## src/sv/jsu_pkg.sv

```systemverilog
// ----------------------------------------------------------------------------
// jsu_pkg: shared types for the JSON string unescape block
// Result status codes, one result beat, and the bundle of beats per input.
// ----------------------------------------------------------------------------
package jsu_pkg;

  localparam int MAX_RES = 4;

  typedef enum logic [2:0] {
    ST_OK       = 3'd0,
    ST_END      = 3'd1,
    ST_BAD_ESC  = 3'd2,
    ST_BAD_HEX  = 3'd3,
    ST_BAD_PAIR = 3'd4,
    ST_UNTERM   = 3'd5
  } status_t;

  typedef struct packed {
    logic [7:0] data;
    logic       vld;
    status_t    status;
  } res_t;

  // cnt holds 1..MAX_RES for a bundle in the queue
  typedef struct packed {
    logic [2:0]           cnt;
    res_t [MAX_RES-1:0]   res;
  } bundle_t;

endpackage

```

## src/sv/jsu_if.sv

```systemverilog
// ----------------------------------------------------------------------------
// jsu_if: valid/ready channels of the unescape block
// Input channel carries raw body bytes, output channel carries result beats.
// ----------------------------------------------------------------------------
interface jsu_in_if;
  logic       valid;
  logic       ready;
  logic [7:0] data_byte;

  modport source (output valid, output data_byte, input ready);
  modport sink   (input valid, input data_byte, output ready);
endinterface

interface jsu_out_if;
  logic       valid;
  logic       ready;
  logic [7:0] out_byte;
  logic       byte_valid;
  logic       last;
  logic [2:0] status;

  modport source (output valid, output out_byte, output byte_valid, output last,
                  output status, input ready);
  modport sink   (input valid, input out_byte, input byte_valid, input last,
                  input status, output ready);
endinterface

```

## src/sv/jsu_front.sv

```systemverilog
// ----------------------------------------------------------------------------
// jsu_front: escape decoder front end
// Takes one body byte per beat, tracks escape and surrogate state and builds
// the bundle of result beats that the byte causes.
// ----------------------------------------------------------------------------
module jsu_front (
  input  logic              clk,
  input  logic              rst,
  input  logic              cfg_we,
  input  logic [7:0]        cfg_wdata,
  jsu_in_if.sink            in_ch,
  input  logic              q_ready,
  output logic              push,
  output jsu_pkg::bundle_t  push_bundle
);

  typedef enum logic [2:0] {
    M_NORMAL   = 3'd0,
    M_ESCAPE   = 3'd1,
    M_HEX1     = 3'd2,
    M_LEAD     = 3'd3,
    M_LEAD_BSL = 3'd4,
    M_HEX2     = 3'd5
  } mode_t;

  localparam logic [7:0]  CH_QUOTE     = 8'h22;
  localparam logic [7:0]  CH_SLASH     = 8'h2F;
  localparam logic [7:0]  CH_BSL       = 8'h5C;
  localparam logic [7:0]  CH_SPACE     = 8'h20;
  localparam logic [7:0]  LETTER_RESET = 8'h78;
  localparam logic [15:0] SURR_MASK    = 16'hFC00;
  localparam logic [15:0] LEAD_BASE    = 16'hD800;
  localparam logic [15:0] TRAIL_BASE   = 16'hDC00;
  localparam logic [20:0] SUPP_BASE    = 21'h10000;

  typedef struct packed {
    logic       ok;
    logic [3:0] v;
  } hex_t;

  typedef struct packed {
    logic       ok;
    logic [7:0] c;
  } esc_t;

  function automatic hex_t hex_val(logic [7:0] b);
    hex_t r;
    r.ok = 1'b1;
    r.v  = b[3:0];
    if (b >= 8'h30 && b <= 8'h39) begin
      r.v = b[3:0];
    end else if ((b >= 8'h61 && b <= 8'h66) || (b >= 8'h41 && b <= 8'h46)) begin
      r.v = b[3:0] + 4'd9;
    end else begin
      r.ok = 1'b0;
    end
    return r;
  endfunction

  function automatic esc_t esc_char(logic [7:0] b);
    esc_t r;
    r.ok = 1'b1;
    case (b)
      CH_QUOTE, CH_SLASH, CH_BSL: r.c = b;
      8'h62:   r.c = 8'h08;  // b
      8'h66:   r.c = 8'h0C;  // f
      8'h6E:   r.c = 8'h0A;  // n
      8'h72:   r.c = 8'h0D;  // r
      8'h74:   r.c = 8'h09;  // t
      default: begin
        r.ok = 1'b0;
        r.c  = 8'h00;
      end
    endcase
    return r;
  endfunction

  function automatic jsu_pkg::bundle_t push_res(jsu_pkg::bundle_t bd, logic [7:0] d,
                                                logic v, jsu_pkg::status_t s);
    jsu_pkg::bundle_t r;
    r = bd;
    r.res[bd.cnt[1:0]] = '{data: d, vld: v, status: s};
    r.cnt = bd.cnt + 3'd1;
    return r;
  endfunction

  function automatic jsu_pkg::bundle_t push_cp(jsu_pkg::bundle_t bd, logic [20:0] cp);
    jsu_pkg::bundle_t r;
    r = bd;
    if (cp > 21'h00FFFF) begin
      r = push_res(r, {5'b11110, cp[20:18]}, 1'b1, jsu_pkg::ST_OK);
      r = push_res(r, {2'b10, cp[17:12]}, 1'b1, jsu_pkg::ST_OK);
      r = push_res(r, {2'b10, cp[11:6]}, 1'b1, jsu_pkg::ST_OK);
      r = push_res(r, {2'b10, cp[5:0]}, 1'b1, jsu_pkg::ST_OK);
    end else if (cp > 21'h0007FF) begin
      r = push_res(r, {4'b1110, cp[15:12]}, 1'b1, jsu_pkg::ST_OK);
      r = push_res(r, {2'b10, cp[11:6]}, 1'b1, jsu_pkg::ST_OK);
      r = push_res(r, {2'b10, cp[5:0]}, 1'b1, jsu_pkg::ST_OK);
    end else if (cp > 21'h00007F) begin
      r = push_res(r, {3'b110, cp[10:6]}, 1'b1, jsu_pkg::ST_OK);
      r = push_res(r, {2'b10, cp[5:0]}, 1'b1, jsu_pkg::ST_OK);
    end else begin
      r = push_res(r, cp[7:0], 1'b1, jsu_pkg::ST_OK);
    end
    return r;
  endfunction

  mode_t            mode, mode_next;
  logic [1:0]       hex_cnt, hex_cnt_next;
  logic [11:0]      acc, acc_next;
  logic [9:0]       lead, lead_next;
  logic [7:0]       esc_letter;

  logic             fire;
  logic [7:0]       b;
  hex_t             hv;
  esc_t             ec;
  logic [15:0]      unit;
  logic [20:0]      pair_cp;
  logic [20:0]      lead_cp;
  logic             run_norm, run_esc, go_idle;
  jsu_pkg::bundle_t bd;

  assign b           = in_ch.data_byte;
  assign in_ch.ready = q_ready;
  assign fire        = in_ch.valid && q_ready;
  assign hv          = hex_val(b);
  assign ec          = esc_char(b);
  assign unit        = {acc, hv.v};
  assign pair_cp     = {1'b0, lead, unit[9:0]} + SUPP_BASE;
  assign lead_cp     = {5'd0, LEAD_BASE[15:10], lead};

  always_comb begin
    mode_next    = mode;
    hex_cnt_next = hex_cnt;
    acc_next     = acc;
    lead_next    = lead;
    run_norm     = 1'b0;
    run_esc      = 1'b0;
    go_idle      = 1'b0;
    bd           = '0;

    case (mode)
      M_ESCAPE: run_esc = 1'b1;
      M_HEX1, M_HEX2: begin
        if (!hv.ok) begin
          bd      = push_res(bd, 8'h00, 1'b0, jsu_pkg::ST_BAD_HEX);
          go_idle = 1'b1;
        end else if (hex_cnt == 2'd3) begin
          hex_cnt_next = 2'd0;
          acc_next     = '0;
          if (mode == M_HEX1) begin
            if ((unit & SURR_MASK) == LEAD_BASE) begin
              lead_next = unit[9:0];
              mode_next = M_LEAD;
            end else begin
              bd        = push_cp(bd, {5'd0, unit});
              mode_next = M_NORMAL;
            end
          end else if ((unit & SURR_MASK) != TRAIL_BASE) begin
            bd      = push_res(bd, 8'h00, 1'b0, jsu_pkg::ST_BAD_PAIR);
            go_idle = 1'b1;
          end else begin
            bd      = push_cp(bd, pair_cp);
            go_idle = 1'b1;
          end
        end else begin
          acc_next     = unit[11:0];
          hex_cnt_next = hex_cnt + 2'd1;
        end
      end
      M_LEAD: begin
        if (b == CH_BSL) begin
          mode_next = M_LEAD_BSL;
        end else begin
          bd        = push_cp(bd, lead_cp);
          lead_next = '0;
          mode_next = M_NORMAL;
          run_norm  = 1'b1;
        end
      end
      M_LEAD_BSL: begin
        if (b == esc_letter) begin
          mode_next    = M_HEX2;
          hex_cnt_next = 2'd0;
          acc_next     = '0;
        end else begin
          bd        = push_cp(bd, lead_cp);
          lead_next = '0;
          run_esc   = 1'b1;
        end
      end
      default: begin
        mode_next = M_NORMAL;
        run_norm  = 1'b1;
      end
    endcase

    // byte after a backslash; the unit escape letter wins over fixed escapes
    if (run_esc) begin
      if (b == esc_letter) begin
        mode_next    = M_HEX1;
        hex_cnt_next = 2'd0;
        acc_next     = '0;
      end else if (ec.ok) begin
        bd        = push_res(bd, ec.c, 1'b1, jsu_pkg::ST_OK);
        mode_next = M_NORMAL;
      end else begin
        bd      = push_res(bd, 8'h00, 1'b0, jsu_pkg::ST_BAD_ESC);
        go_idle = 1'b1;
      end
    end

    if (run_norm) begin
      if (b == CH_QUOTE) begin
        bd      = push_res(bd, 8'h00, 1'b0, jsu_pkg::ST_END);
        go_idle = 1'b1;
      end else if (b < CH_SPACE) begin
        bd      = push_res(bd, 8'h00, 1'b0, jsu_pkg::ST_UNTERM);
        go_idle = 1'b1;
      end else if (b == CH_BSL) begin
        mode_next = M_ESCAPE;
      end else begin
        bd = push_res(bd, b, 1'b1, jsu_pkg::ST_OK);
      end
    end

    if (go_idle) begin
      mode_next    = M_NORMAL;
      hex_cnt_next = 2'd0;
      acc_next     = '0;
      lead_next    = '0;
    end
  end

  assign push        = fire && (bd.cnt != 3'd0);
  assign push_bundle = bd;

  always_ff @(posedge clk) begin
    if (rst) begin
      mode       <= M_NORMAL;
      hex_cnt    <= 2'd0;
      acc        <= '0;
      lead       <= '0;
      esc_letter <= LETTER_RESET;
    end else begin
      if (cfg_we) begin
        esc_letter <= cfg_wdata;
      end
      if (fire) begin
        mode    <= mode_next;
        hex_cnt <= hex_cnt_next;
        acc     <= acc_next;
        lead    <= lead_next;
      end
    end
  end

endmodule

```

## src/sv/jsu_queue.sv

```systemverilog
// ----------------------------------------------------------------------------
// jsu_queue: bundle queue between decoder and serializer
// Small register FIFO; ready depends on fill level only.
// ----------------------------------------------------------------------------
module jsu_queue #(
  parameter int DEPTH = 4
) (
  input  logic              clk,
  input  logic              rst,
  input  logic              push,
  input  jsu_pkg::bundle_t  wr_bundle,
  output logic              ready,
  output logic              valid,
  output jsu_pkg::bundle_t  rd_bundle,
  input  logic              pop
);

  localparam int AW = (DEPTH > 1) ? $clog2(DEPTH) : 1;
  localparam int CW = $clog2(DEPTH + 1);

  jsu_pkg::bundle_t mem [DEPTH];
  logic [AW-1:0]    wr_ptr, rd_ptr;
  logic [CW-1:0]    count;
  logic             do_push, do_pop;

  assign ready     = (count != CW'(DEPTH));
  assign valid     = (count != '0);
  assign rd_bundle = mem[rd_ptr];
  assign do_push   = push && ready;
  assign do_pop    = pop && valid;

  function automatic logic [AW-1:0] wrap_inc(logic [AW-1:0] p);
    return (p == AW'(DEPTH - 1)) ? '0 : p + AW'(1);
  endfunction

  always_ff @(posedge clk) begin
    if (do_push) begin
      mem[wr_ptr] <= wr_bundle;
    end
  end

  always_ff @(posedge clk) begin
    if (rst) begin
      wr_ptr <= '0;
      rd_ptr <= '0;
      count  <= '0;
    end else begin
      if (do_push) begin
        wr_ptr <= wrap_inc(wr_ptr);
      end
      if (do_pop) begin
        rd_ptr <= wrap_inc(rd_ptr);
      end
      case ({do_push, do_pop})
        2'b10:   count <= count + CW'(1);
        2'b01:   count <= count - CW'(1);
        default: count <= count;
      endcase
    end
  end

endmodule

```

## src/sv/jsu_back.sv

```systemverilog
// ----------------------------------------------------------------------------
// jsu_back: result serializer
// Walks the head bundle one beat at a time and flags the final beat.
// ----------------------------------------------------------------------------
module jsu_back (
  input  logic              clk,
  input  logic              rst,
  input  logic              q_valid,
  input  jsu_pkg::bundle_t  head,
  output logic              pop,
  jsu_out_if.source         out_ch
);

  logic [1:0]     idx;
  jsu_pkg::res_t  cur;
  logic           is_last;
  logic           fire;

  assign cur     = head.res[idx];
  assign is_last = ({1'b0, idx} == (head.cnt - 3'd1));
  assign fire    = q_valid && out_ch.ready;
  assign pop     = fire && is_last;

  assign out_ch.valid      = q_valid;
  assign out_ch.out_byte   = cur.data;
  assign out_ch.byte_valid = cur.vld;
  assign out_ch.last       = is_last;
  assign out_ch.status     = cur.status;

  always_ff @(posedge clk) begin
    if (rst) begin
      idx <= 2'd0;
    end else if (fire) begin
      idx <= is_last ? 2'd0 : idx + 2'd1;
    end
  end

endmodule

```

## src/sv/json_string_unescape_utf8.sv

```systemverilog
// ----------------------------------------------------------------------------
// json_string_unescape_utf8: JSON string body unescape to UTF-8 bytes
// First result beat of a byte goes through the registered queue, behind older bundles.
// Throughput: one input byte per cycle while the queue has room; n results are n beats.
// Reset (rst, synchronous): normal body mode, queue empty, escape letter 'x'.
// ----------------------------------------------------------------------------
module json_string_unescape_utf8 #(
  // bundles buffered between decoder and serializer
  parameter int QUEUE_DEPTH = 4
) (
  input  logic       clk,
  input  logic       rst,
  input  logic       cfg_we,
  input  logic [7:0] cfg_wdata,
  jsu_in_if.sink     in_ch,
  jsu_out_if.source  out_ch
);

  // Front: decodes each body byte in the cycle it is taken and produces a
  // bundle of 0..4 result beats (lead surrogate flush plus what follows, or a
  // four-byte UTF-8 code point). Bytes that cause nothing, like a backslash or
  // a hex digit, only move the decoder state and never enter the queue.
  logic             push;
  jsu_pkg::bundle_t push_bundle;
  logic             q_ready;

  // Queue: holds whole bundles, so a multi-beat burst on the output does not
  // stop the input while there is room. Input ready follows fill level only;
  // no combinational path from out_ch.ready to in_ch.ready.
  logic             q_valid;
  jsu_pkg::bundle_t head;
  logic             pop;

  jsu_front u_front (
    .clk         (clk),
    .rst         (rst),
    .cfg_we      (cfg_we),
    .cfg_wdata   (cfg_wdata),
    .in_ch       (in_ch),
    .q_ready     (q_ready),
    .push        (push),
    .push_bundle (push_bundle)
  );

  jsu_queue #(
    .DEPTH (QUEUE_DEPTH)
  ) u_queue (
    .clk       (clk),
    .rst       (rst),
    .push      (push),
    .wr_bundle (push_bundle),
    .ready     (q_ready),
    .valid     (q_valid),
    .rd_bundle (head),
    .pop       (pop)
  );

  // Back: one result beat per output handshake; the bundle is popped on its
  // last beat, which also carries the last flag.
  jsu_back u_back (
    .clk     (clk),
    .rst     (rst),
    .q_valid (q_valid),
    .head    (head),
    .pop     (pop),
    .out_ch  (out_ch)
  );

endmodule

```

## src/flat_wrapper.sv

```systemverilog
// flat-port wrapper written by rule: the top's interface ports become plain ports
module json_string_unescape_utf8_flat 
#(
                                                    
  parameter int QUEUE_DEPTH = 4
)
  (clk, rst, cfg_we, cfg_wdata, in_ch_valid, in_ch_data_byte, in_ch_ready, out_ch_valid, out_ch_out_byte, out_ch_byte_valid, out_ch_last, out_ch_status, out_ch_ready);
  jsu_in_if in_ch_i ();
  jsu_out_if out_ch_i ();
  input  logic clk;
  input  logic rst;
  input  logic cfg_we;
  input  logic [7:0] cfg_wdata;
  input wire logic [$bits(in_ch_i.valid)-1:0] in_ch_valid;
  input wire logic [$bits(in_ch_i.data_byte)-1:0] in_ch_data_byte;
  output wire logic [$bits(in_ch_i.ready)-1:0] in_ch_ready;
  output wire logic [$bits(out_ch_i.valid)-1:0] out_ch_valid;
  output wire logic [$bits(out_ch_i.out_byte)-1:0] out_ch_out_byte;
  output wire logic [$bits(out_ch_i.byte_valid)-1:0] out_ch_byte_valid;
  output wire logic [$bits(out_ch_i.last)-1:0] out_ch_last;
  output wire logic [$bits(out_ch_i.status)-1:0] out_ch_status;
  input wire logic [$bits(out_ch_i.ready)-1:0] out_ch_ready;
  assign in_ch_i.valid = in_ch_valid;
  assign in_ch_i.data_byte = in_ch_data_byte;
  assign in_ch_ready = in_ch_i.ready;
  assign out_ch_valid = out_ch_i.valid;
  assign out_ch_out_byte = out_ch_i.out_byte;
  assign out_ch_byte_valid = out_ch_i.byte_valid;
  assign out_ch_last = out_ch_i.last;
  assign out_ch_status = out_ch_i.status;
  assign out_ch_i.ready = out_ch_ready;
  json_string_unescape_utf8 #(.QUEUE_DEPTH(QUEUE_DEPTH)) u_core (.clk(clk), .rst(rst), .cfg_we(cfg_we), .cfg_wdata(cfg_wdata), .in_ch(in_ch_i), .out_ch(out_ch_i));
endmodule
```

## config.mk

```make
export PLATFORM = sky130hd
export DESIGN_NAME = json_string_unescape_utf8_flat
export DESIGN_NICKNAME = d
export VERILOG_FILES = /design/src/sv/jsu_pkg.sv /design/src/sv/jsu_if.sv /design/src/sv/jsu_front.sv /design/src/sv/jsu_queue.sv /design/src/sv/jsu_back.sv /design/src/sv/json_string_unescape_utf8.sv /design/src/flat_wrapper.sv
export SDC_FILE = /design/constraint.sdc
export NUM_CORES = 1
export LEC_CHECK = 0
export BUFFER_PORTS_ARGS = -buffer_cell sky130_fd_sc_hd__buf_2
export CAP_MARGIN = 20
export CORE_MARGIN = 5
export CORE_UTILIZATION = 55
export CTS_CLUSTER_DIAMETER = 120
export DETAILED_ROUTE_END_ITERATION = 12
export PLACE_DENSITY = 0.72
export SLEW_MARGIN = 20
export SYNTH_ARGS = -nofsm -noshare
export SYNTH_HDL_FRONTEND = slang
export SYNTH_HIERARCHICAL = 1
export SYNTH_SLANG_ARGS = --single-unit
export TNS_END_PERCENT = 5
```

## constraint.sdc

```tcl
create_clock -name clk -period 14.9 [get_ports clk]
set_clock_uncertainty 0.2 [all_clocks]
set_input_delay 2.235 -clock clk [delete_from_list [all_inputs] [get_ports clk]]
set_output_delay 2.235 -clock clk [all_outputs]
set_load 0.03 [all_outputs]
```

==> impl_metrics.json, run 1 <==
{
  "pin_count_of_the_biggest_net_entering_global_routing": 52,
  "first_global_vias": 8820,
  "post_cts_buffers": 0,
  "timing.final.crit_period_ps": 7630,
  "yosys_most_used_dff": "edfxtp_1",
  "critPathCaptureType": "register",
  "ctsHtreeMaxLevel": 1,
  "drt-total-wl_mm": 33.9,
  "placementRows": 56,
  "timing_worst_slew_pin_value_ps": 1030,
  "cp_data_arrival_time_ps": 7900,
  "number_of_antenna_violations_at_the_first_check_in_global_routing": 0,
  "mappedNetlistNets": 1070,
  "detail_route.first_pass.iterations": 6,
  "holdCritPathClass": "register to register",
  "ff_latch_area_mm2": 0.00705,
  "wire_length_on_met3_mm": 2.70,
  "coreArea_mm2": 0.0233,
  "post_layout_inst_area_mm2": 0.0140,
  "p_leak_uw": 0.00471,
  "startpoint_to_endpoint_class_of_the_critical_path": "input pin to register",
  "number_of_drc_markers_in_iteration_0": 1125,
  "r2r.worst_path.cells": 19,
  "detail_route.drc_violations": 0,
  "multi_input_area_mm2": 0.00537,
  "hold_ws_ps": 305,
  "cts_resized": 0,
  "largest_vdd_supply_drop_v": 0.0000876,
  "die_area_mm2": 0.0266,
  "syn-mean-instance-area_um2": 12.6,
  "tritoncts": "yes",
  "worstHoldEndpoint": "u_core/u_front/hex_cnt[1]",
  "max_cap_violations": 0,
  "route.vias.total": 9142,
  "floorplan.io_pins": 36,
  "reg2reg_from": "u_core/u_front/acc[2]",
  "start_util": 0.555,
  "globalRouteTotalUtil": 0.256,
  "routed-wl-met2_mm": 15.6,
  "clockBufferDepth": 3,
  "routabilityCongestion": 1.00,
  "synth.ff_latch_count": 250,
  "wl_met1_mm": 13.9,
  "syn-cell-area_mm2": 0.0129,
  "grt_setup_unrepaired": "false",
  "post-route-period-util": 0.512,
  "register_clock_pin_slew_on_the_reported_worst_setup_and_hold_paths_ps": 60,
  "timing.critical_path.from_type": "input pin",
  "grt-ovfl-total": 0,
  "fmax_mhz": 131,
  "wire_length_of_the_first_global_routing_pass_mm": 52.3,
  "nFillCells": 1883,
  "critPathRequiredTime_ps": 15170,
  "synth_enable_flop_cells": 204,
  "clockRootBuffer": "clkbuf_16",
  "slew_viol_final": 0,
  "post_synth_inst_count": 1026,
  "hp-start": "u_core/u_front/hex_cnt[1]",
  "clk-insertion-delay-late_ps": 550,
  "setup.reg_to_reg.worst_slack_ps": 8730,
  "cts-buffers-inserted": 26,
  "nets": 1071,
  "drt.antenna.violating_nets": 0,
  "worst-path-max-fanout": 13,
  "hold_depth": 2,
  "flow.area_growth_from_synthesis_pct": 8.37,
  "wl_per_cell_um": 24.8,
  "hpwl_mm": 22.9,
  "relative_slew_slack": 0.314,
  "vias_per_cell": 6.70,
  "seq_area_frac_synth": 0.546,
  "die_width_um": 163,
  "n_antenna_cell": 0,
  "asyncSetResetFlopFracSynth": 0,
  "cts_sink_count": 250,
  "setup-tns-final_ps": 0,
  "finalSetupViolations": 0,
  "power_density_mw_per_mm2": 109,
  "postCtsHoldBufs": 0,
  "buffer_ports.inserted": 35,
  "drive_gt1_frac": 0.173,
  "final-hold-violation-count": 0,
  "run_status": "completed",
  "dieHeight_um": 163,
  "post_dp_cell_area_mm2": 0.0132,
  "route.top_layer_used": "met4",
  "synth.distinct_cells": 88,
  "critical_path.reg2reg.endpoint": "u_core/u_queue/count[2]",
  "yosys_synthesis_warning_count": 6
}
[cells in the mapped netlist, types with 6 or more instances]
cell / n / area [µm²]
edfxtp_1: 204 / 6130
nor2_1: 70 / 263
a21oi_1: 65 / 325
nand2_1: 61 / 229
mux4_2: 58 / 1310
o21ai_0: 53 / 265
dfxtp_1: 46 / 921
clkbuf_1: 41 / 154
nand3_1: 39 / 195
inv_1: 30 / 113
ha_1: 22 / 275
a22oi_1: 19 / 143
a31oi_1: 15 / 93.8
o211ai_1: 15 / 113
xor2_1: 15 / 131
and3_1: 14 / 87.6
buf_2: 14 / 70.1
nor3_1: 13 / 65.1
a221oi_1: 11 / 96.3
and2_1: 11 / 68.8
mux2i_1: 10 / 100
nand2b_1: 10 / 62.6
nor2b_1: 10 / 62.6
a211oi_1: 9 / 67.6
buf_4: 9 / 67.6
o221ai_1: 9 / 78.8
nand4_1: 8 / 50.1
nor4_1: 8 / 50.1
o31ai_1: 8 / 60.1
o21a_1: 7 / 52.6
buf_6: 6 / 67.6
[stage by stage]
stage / total power, µW / std cells / worst slack (ps) / utilization
floorplan: 919 / 1026 / 6700 / -
global placement: 954 / 1317 / 6860 / 0.567
detailed placement: 958 / 1317 / 6740 / 0.567
CTS: 1540 / 1364 / 7320 / 0.600
global route: 1590 / 1365 / 6780 / 0.601
finish: 1530 / 1365 / 7270 / 0.601
[final cells by class]
type | count | area share
clock buffers | 29 | 0.0473
clock inverters | 18 | 0.00796
inverters | 31 | 0.00832
multi-input cells | 672 | 0.384
flip-flops and latches | 250 | 0.504
well taps | 319 | 0.0285
repair buffers | 46 | 0.0199
[worst max-delay path, stage by stage]
cell,delay (ps)
buf_2,180
inv_1,160
ha_1,220
or3b_1,410
and2_1,250
a31o_2,340
a311oi_1,330
o211ai_1,270
a31oi_1,350
nand2_1,190
ha_1,380
mux2_2,290
ha_1,280
nand2b_1,110
and4_1,190
a31oi_1,180
nand2_2,150
ha_1,200
inv_1,70
fa_1,420
xor2_1,160
or3_2,410
a21oi_1,150
[power by group]
group	leakage [µW]	switching, µW	internal (µW)
sequential	0.00231	11.5	786
combinational	0.00203	90.1	55.7
clock	0.000375	267	321
total	0.00471	368	1160
[cell families after synthesis]
group           synth area share
mux                        0.121
flops                      0.546
buf+inv                   0.0390
compound gates             0.145
simple gates               0.112
fa+ha+maj                 0.0229
xor+xnor                  0.0136
[layer usage]
layer,vias up,global-route usage
met3,127,0.0444
met5,-,0
met4,0,0.0953
met1,4494,0.353
met2,463,0.412
li1,4058,-
[registers in the layout, summed over array words and instances (netlist names), named ones only]
| name | count |
|---|---|
| u_core/u_queue/mem | 204 |
| u_core/u_front/acc | 12 |
| u_core/u_front/lead | 10 |
| u_core/u_front/esc_letter | 8 |
| u_core/u_front/mode | 3 |
| u_core/u_queue/count | 3 |
| u_core/u_back/idx | 2 |
| u_core/u_front/hex_cnt | 2 |
| u_core/u_queue/rd_ptr | 2 |
| u_core/u_queue/wr_ptr | 2 |
[cell usage in the layout (no fill, tap or decap), drive strengths merged, types with 16 or more instances in the layout]
master / instances
ha: 22
buf: 46
a22oi: 20
a31oi: 16
a21oi: 66
nand2: 63
nand3: 40
inv: 30
and3: 18
nor2: 70
dfxtp: 46
clkinv: 16
edfxtp: 204
mux4: 63
o21ai: 54
clkbuf: 29
[worst max path at each step]
| stage | start | slack (ps) | end |
|---|---|---|---|
| floorplan | in_ch_data_byte[1] | 6700 | u_core/u_queue/mem[0][0] |
| global placement | in_ch_data_byte[0] | 6860 | u_core/u_queue/count[2] |
| detailed placement | in_ch_data_byte[0] | 6740 | u_core/u_queue/count[2] |
| CTS | in_ch_data_byte[0] | 7320 | u_core/u_queue/count[2] |
| global route | in_ch_data_byte[0] | 6780 | u_core/u_queue/count[2] |
| finish | in_ch_data_byte[0] | 7270 | u_core/u_queue/count[2] |
(Power assumes the default switching activity.)
==> inputs of run 2 (changes only) <==
==> constraint.sdc (replaced) <==
create_clock -name clk -period 7.9 [get_ports clk]
set_clock_uncertainty 0.2 [all_clocks]
set_input_delay 1.185 -clock clk [delete_from_list [all_inputs] [get_ports clk]]
set_output_delay 1.185 -clock clk [all_outputs]
set_load 0.03 [all_outputs]
==> impl_metrics.json, run 2 (synthesized netlist as in run 1, its figures left out) <==
{
  "cts-buffers-inserted": 26,
  "crit_top_cell": "ha_1",
  "groute.layer.met3.usage": 0.0520,
  "timing_worst_slew_pin_value_ps": 999,
  "startpoint_to_endpoint_class_of_the_critical_path": "input pin to register",
  "timing.critical_path.cells": "buf_2 > inv_1 > ha_1 > or3b_1 > and2_1 > a31o_2 > a311oi_1 > o211ai_1 > a31oi_1 > nand2_1 > ha_1 > mux2_2 > ha_1 > nand2b_1 > and4_1 > a31oi_1 > nand2_2 > ha_1 > inv_1 > fa_1 > xor2_1 > or3_2 > a21oi_1",
  "grt-ovfl-total": 0,
  "gr-usage-met1": 0.358,
  "route.vias.total": 9029,
  "cp_num_buf_inv": 3,
  "wl_per_cell_um": 24.1,
  "multi_input_area_mm2": 0.00537,
  "setup.reg_to_reg.worst_slack_ps": 1850,
  "max_cap_violations": 0,
  "buffer_ports.inserted": 35,
  "placementRows": 56,
  "drt.antenna.violating_nets": 0,
  "busiest_layer": "met2",
  "nFillCells": 1899,
  "holdCritPathClass": "register to register",
  "vias_per_cell": 6.60,
  "globalRouteTotalUtil": 0.247,
  "gr-usage-met2": 0.378,
  "coreArea_mm2": 0.0233,
  "post-route-period-util": 0.835,
  "critical_path_s_largest_stage_delay_ps": 420,
  "mostFrequentLayoutCell": "edfxtp_1",
  "post_layout_inst_area_mm2": 0.0140,
  "reg_top3": "u_core/u_queue/mem: 204 flops, u_core/u_front/acc: 12 flops, u_core/u_front/lead: 10 flops",
  "hold_ws_ps": 288,
  "critPathRequiredTime_ps": 8160,
  "drive_gt1_frac": 0.167,
  "n_antenna_cell": 0,
  "routabilityCongestion": 0.994,
  "wire_length_of_the_first_global_routing_pass_mm": 50.8,
  "worst-path-max-fanout": 13,
  "p_leak_uw": 0.00472,
  "nets": 1072,
  "start_util": 0.555,
  "ctsHtreeMaxLevel": 1,
  "first_global_vias": 8706,
  "relative_slew_slack": 0.334,
  "timing.final.crit_period_ps": 6600,
  "top_register": "u_core/u_queue/mem",
  "largest_reg_flops": 204,
  "flow.area_growth_from_synthesis_pct": 8.72,
  "register_clock_pin_slew_on_the_reported_worst_setup_and_hold_paths_ps": 60,
  "power_density_mw_per_mm2": 205,
  "die_area_mm2": 0.0266,
  "final-hold-violation-count": 0,
  "number_of_drc_markers_in_iteration_0": 974,
  "detail_route.first_pass.iterations": 8,
  "drt-total-wl_mm": 32.9,
  "hpwl_mm": 22.6,
  "clockBufferDepth": 3,
  "slew_viol_final": 0,
  "crit_slowest_cell": "fa_1",
  "number_of_antenna_violations_at_the_first_check_in_global_routing": 0,
  "die_width_um": 163,
  "detail_route.drc_violations": 0,
  "total_power_uw": 2870,
  "layout_common_cells": "204 x edfxtp_1, 70 x nor2_1, 65 x a21oi_1",
  "setup-tns-final_ps": 0,
  "grt_setup_unrepaired": "false",
  "finalSetupViolations": 0,
  "timing.critical_path.from_type": "input pin",
  "clockRootBuffer": "clkbuf_16",
  "ff_latch_area_mm2": 0.00705,
  "post_cts_buffers": 0,
  "fmax_mhz": 152,
  "largest_vdd_supply_drop_v": 0.000160,
  "clk-insertion-delay-late_ps": 540,
  "cp_data_arrival_time_ps": 6860,
  "floorplan.io_pins": 36,
  "run_status": "completed",
  "cts_resized": 0,
  "critPathCaptureType": "register",
  "cts_sink_count": 250,
  "tritoncts": "yes",
  "critical_path.top_delay_family": "simple AND/OR/NAND/NOR gates",
  "postCtsHoldBufs": 0,
  "dieHeight_um": 163,
  "pin_count_of_the_biggest_net_entering_global_routing": 52,
  "post_dp_cell_area_mm2": 0.0132
}
## run 2: through the flow
stage,utilization,worst slack [ps],std cells
after floorplan,-,754,1026
after global placement,0.569,907,1318
after detailed placement,0.569,776,1318
after CTS,0.602,1340,1366
after global routing,0.603,934,1367
final,0.603,1300,1367
## run 2: tightest hold or removal path, stage by stage (launching register included)
cell	delay, ps
dfxtp_1	320
nand2_1	60
a21oi_1	70
## run 2: power by group
group	total (µW)	internal (µW)	switching, µW
registers	1500	1480	20.5
clock network	1090	616	477
logic	278	110	169
total	2870	2210	666
## run 2: worst paths after layout
check,from,endpoint,depth (start not counted)
min reg2reg,u_core/u_queue/rd_ptr[0],register,2
min,u_core/u_queue/rd_ptr[0],register,2
max,in_ch_data_byte[0],u_core/u_queue/count[2],23
max reg2reg,u_core/u_front/lead[6],u_core/u_queue/count[2],21
## run 2: area by class of cell
cell class,instances,share of cell area
sequential,250,0.503
multi-input combinational,672,0.383
clock buffer,41,0.0504
tap,319,0.0284
timing repair buffer,47,0.0239
inverter,31,0.00829
clock inverter,7,0.00383
## run 2: per-layer routing
| layer | routed length (µm) | up-vias |
|---|---|---|
| li1 | - | 4037 |
| met2 | 15000 | 494 |
| met4 | 1260 | 0 |
| met5 | 0 | - |
| met1 | 13500 | 4382 |
| met3 | 3160 | 116 |
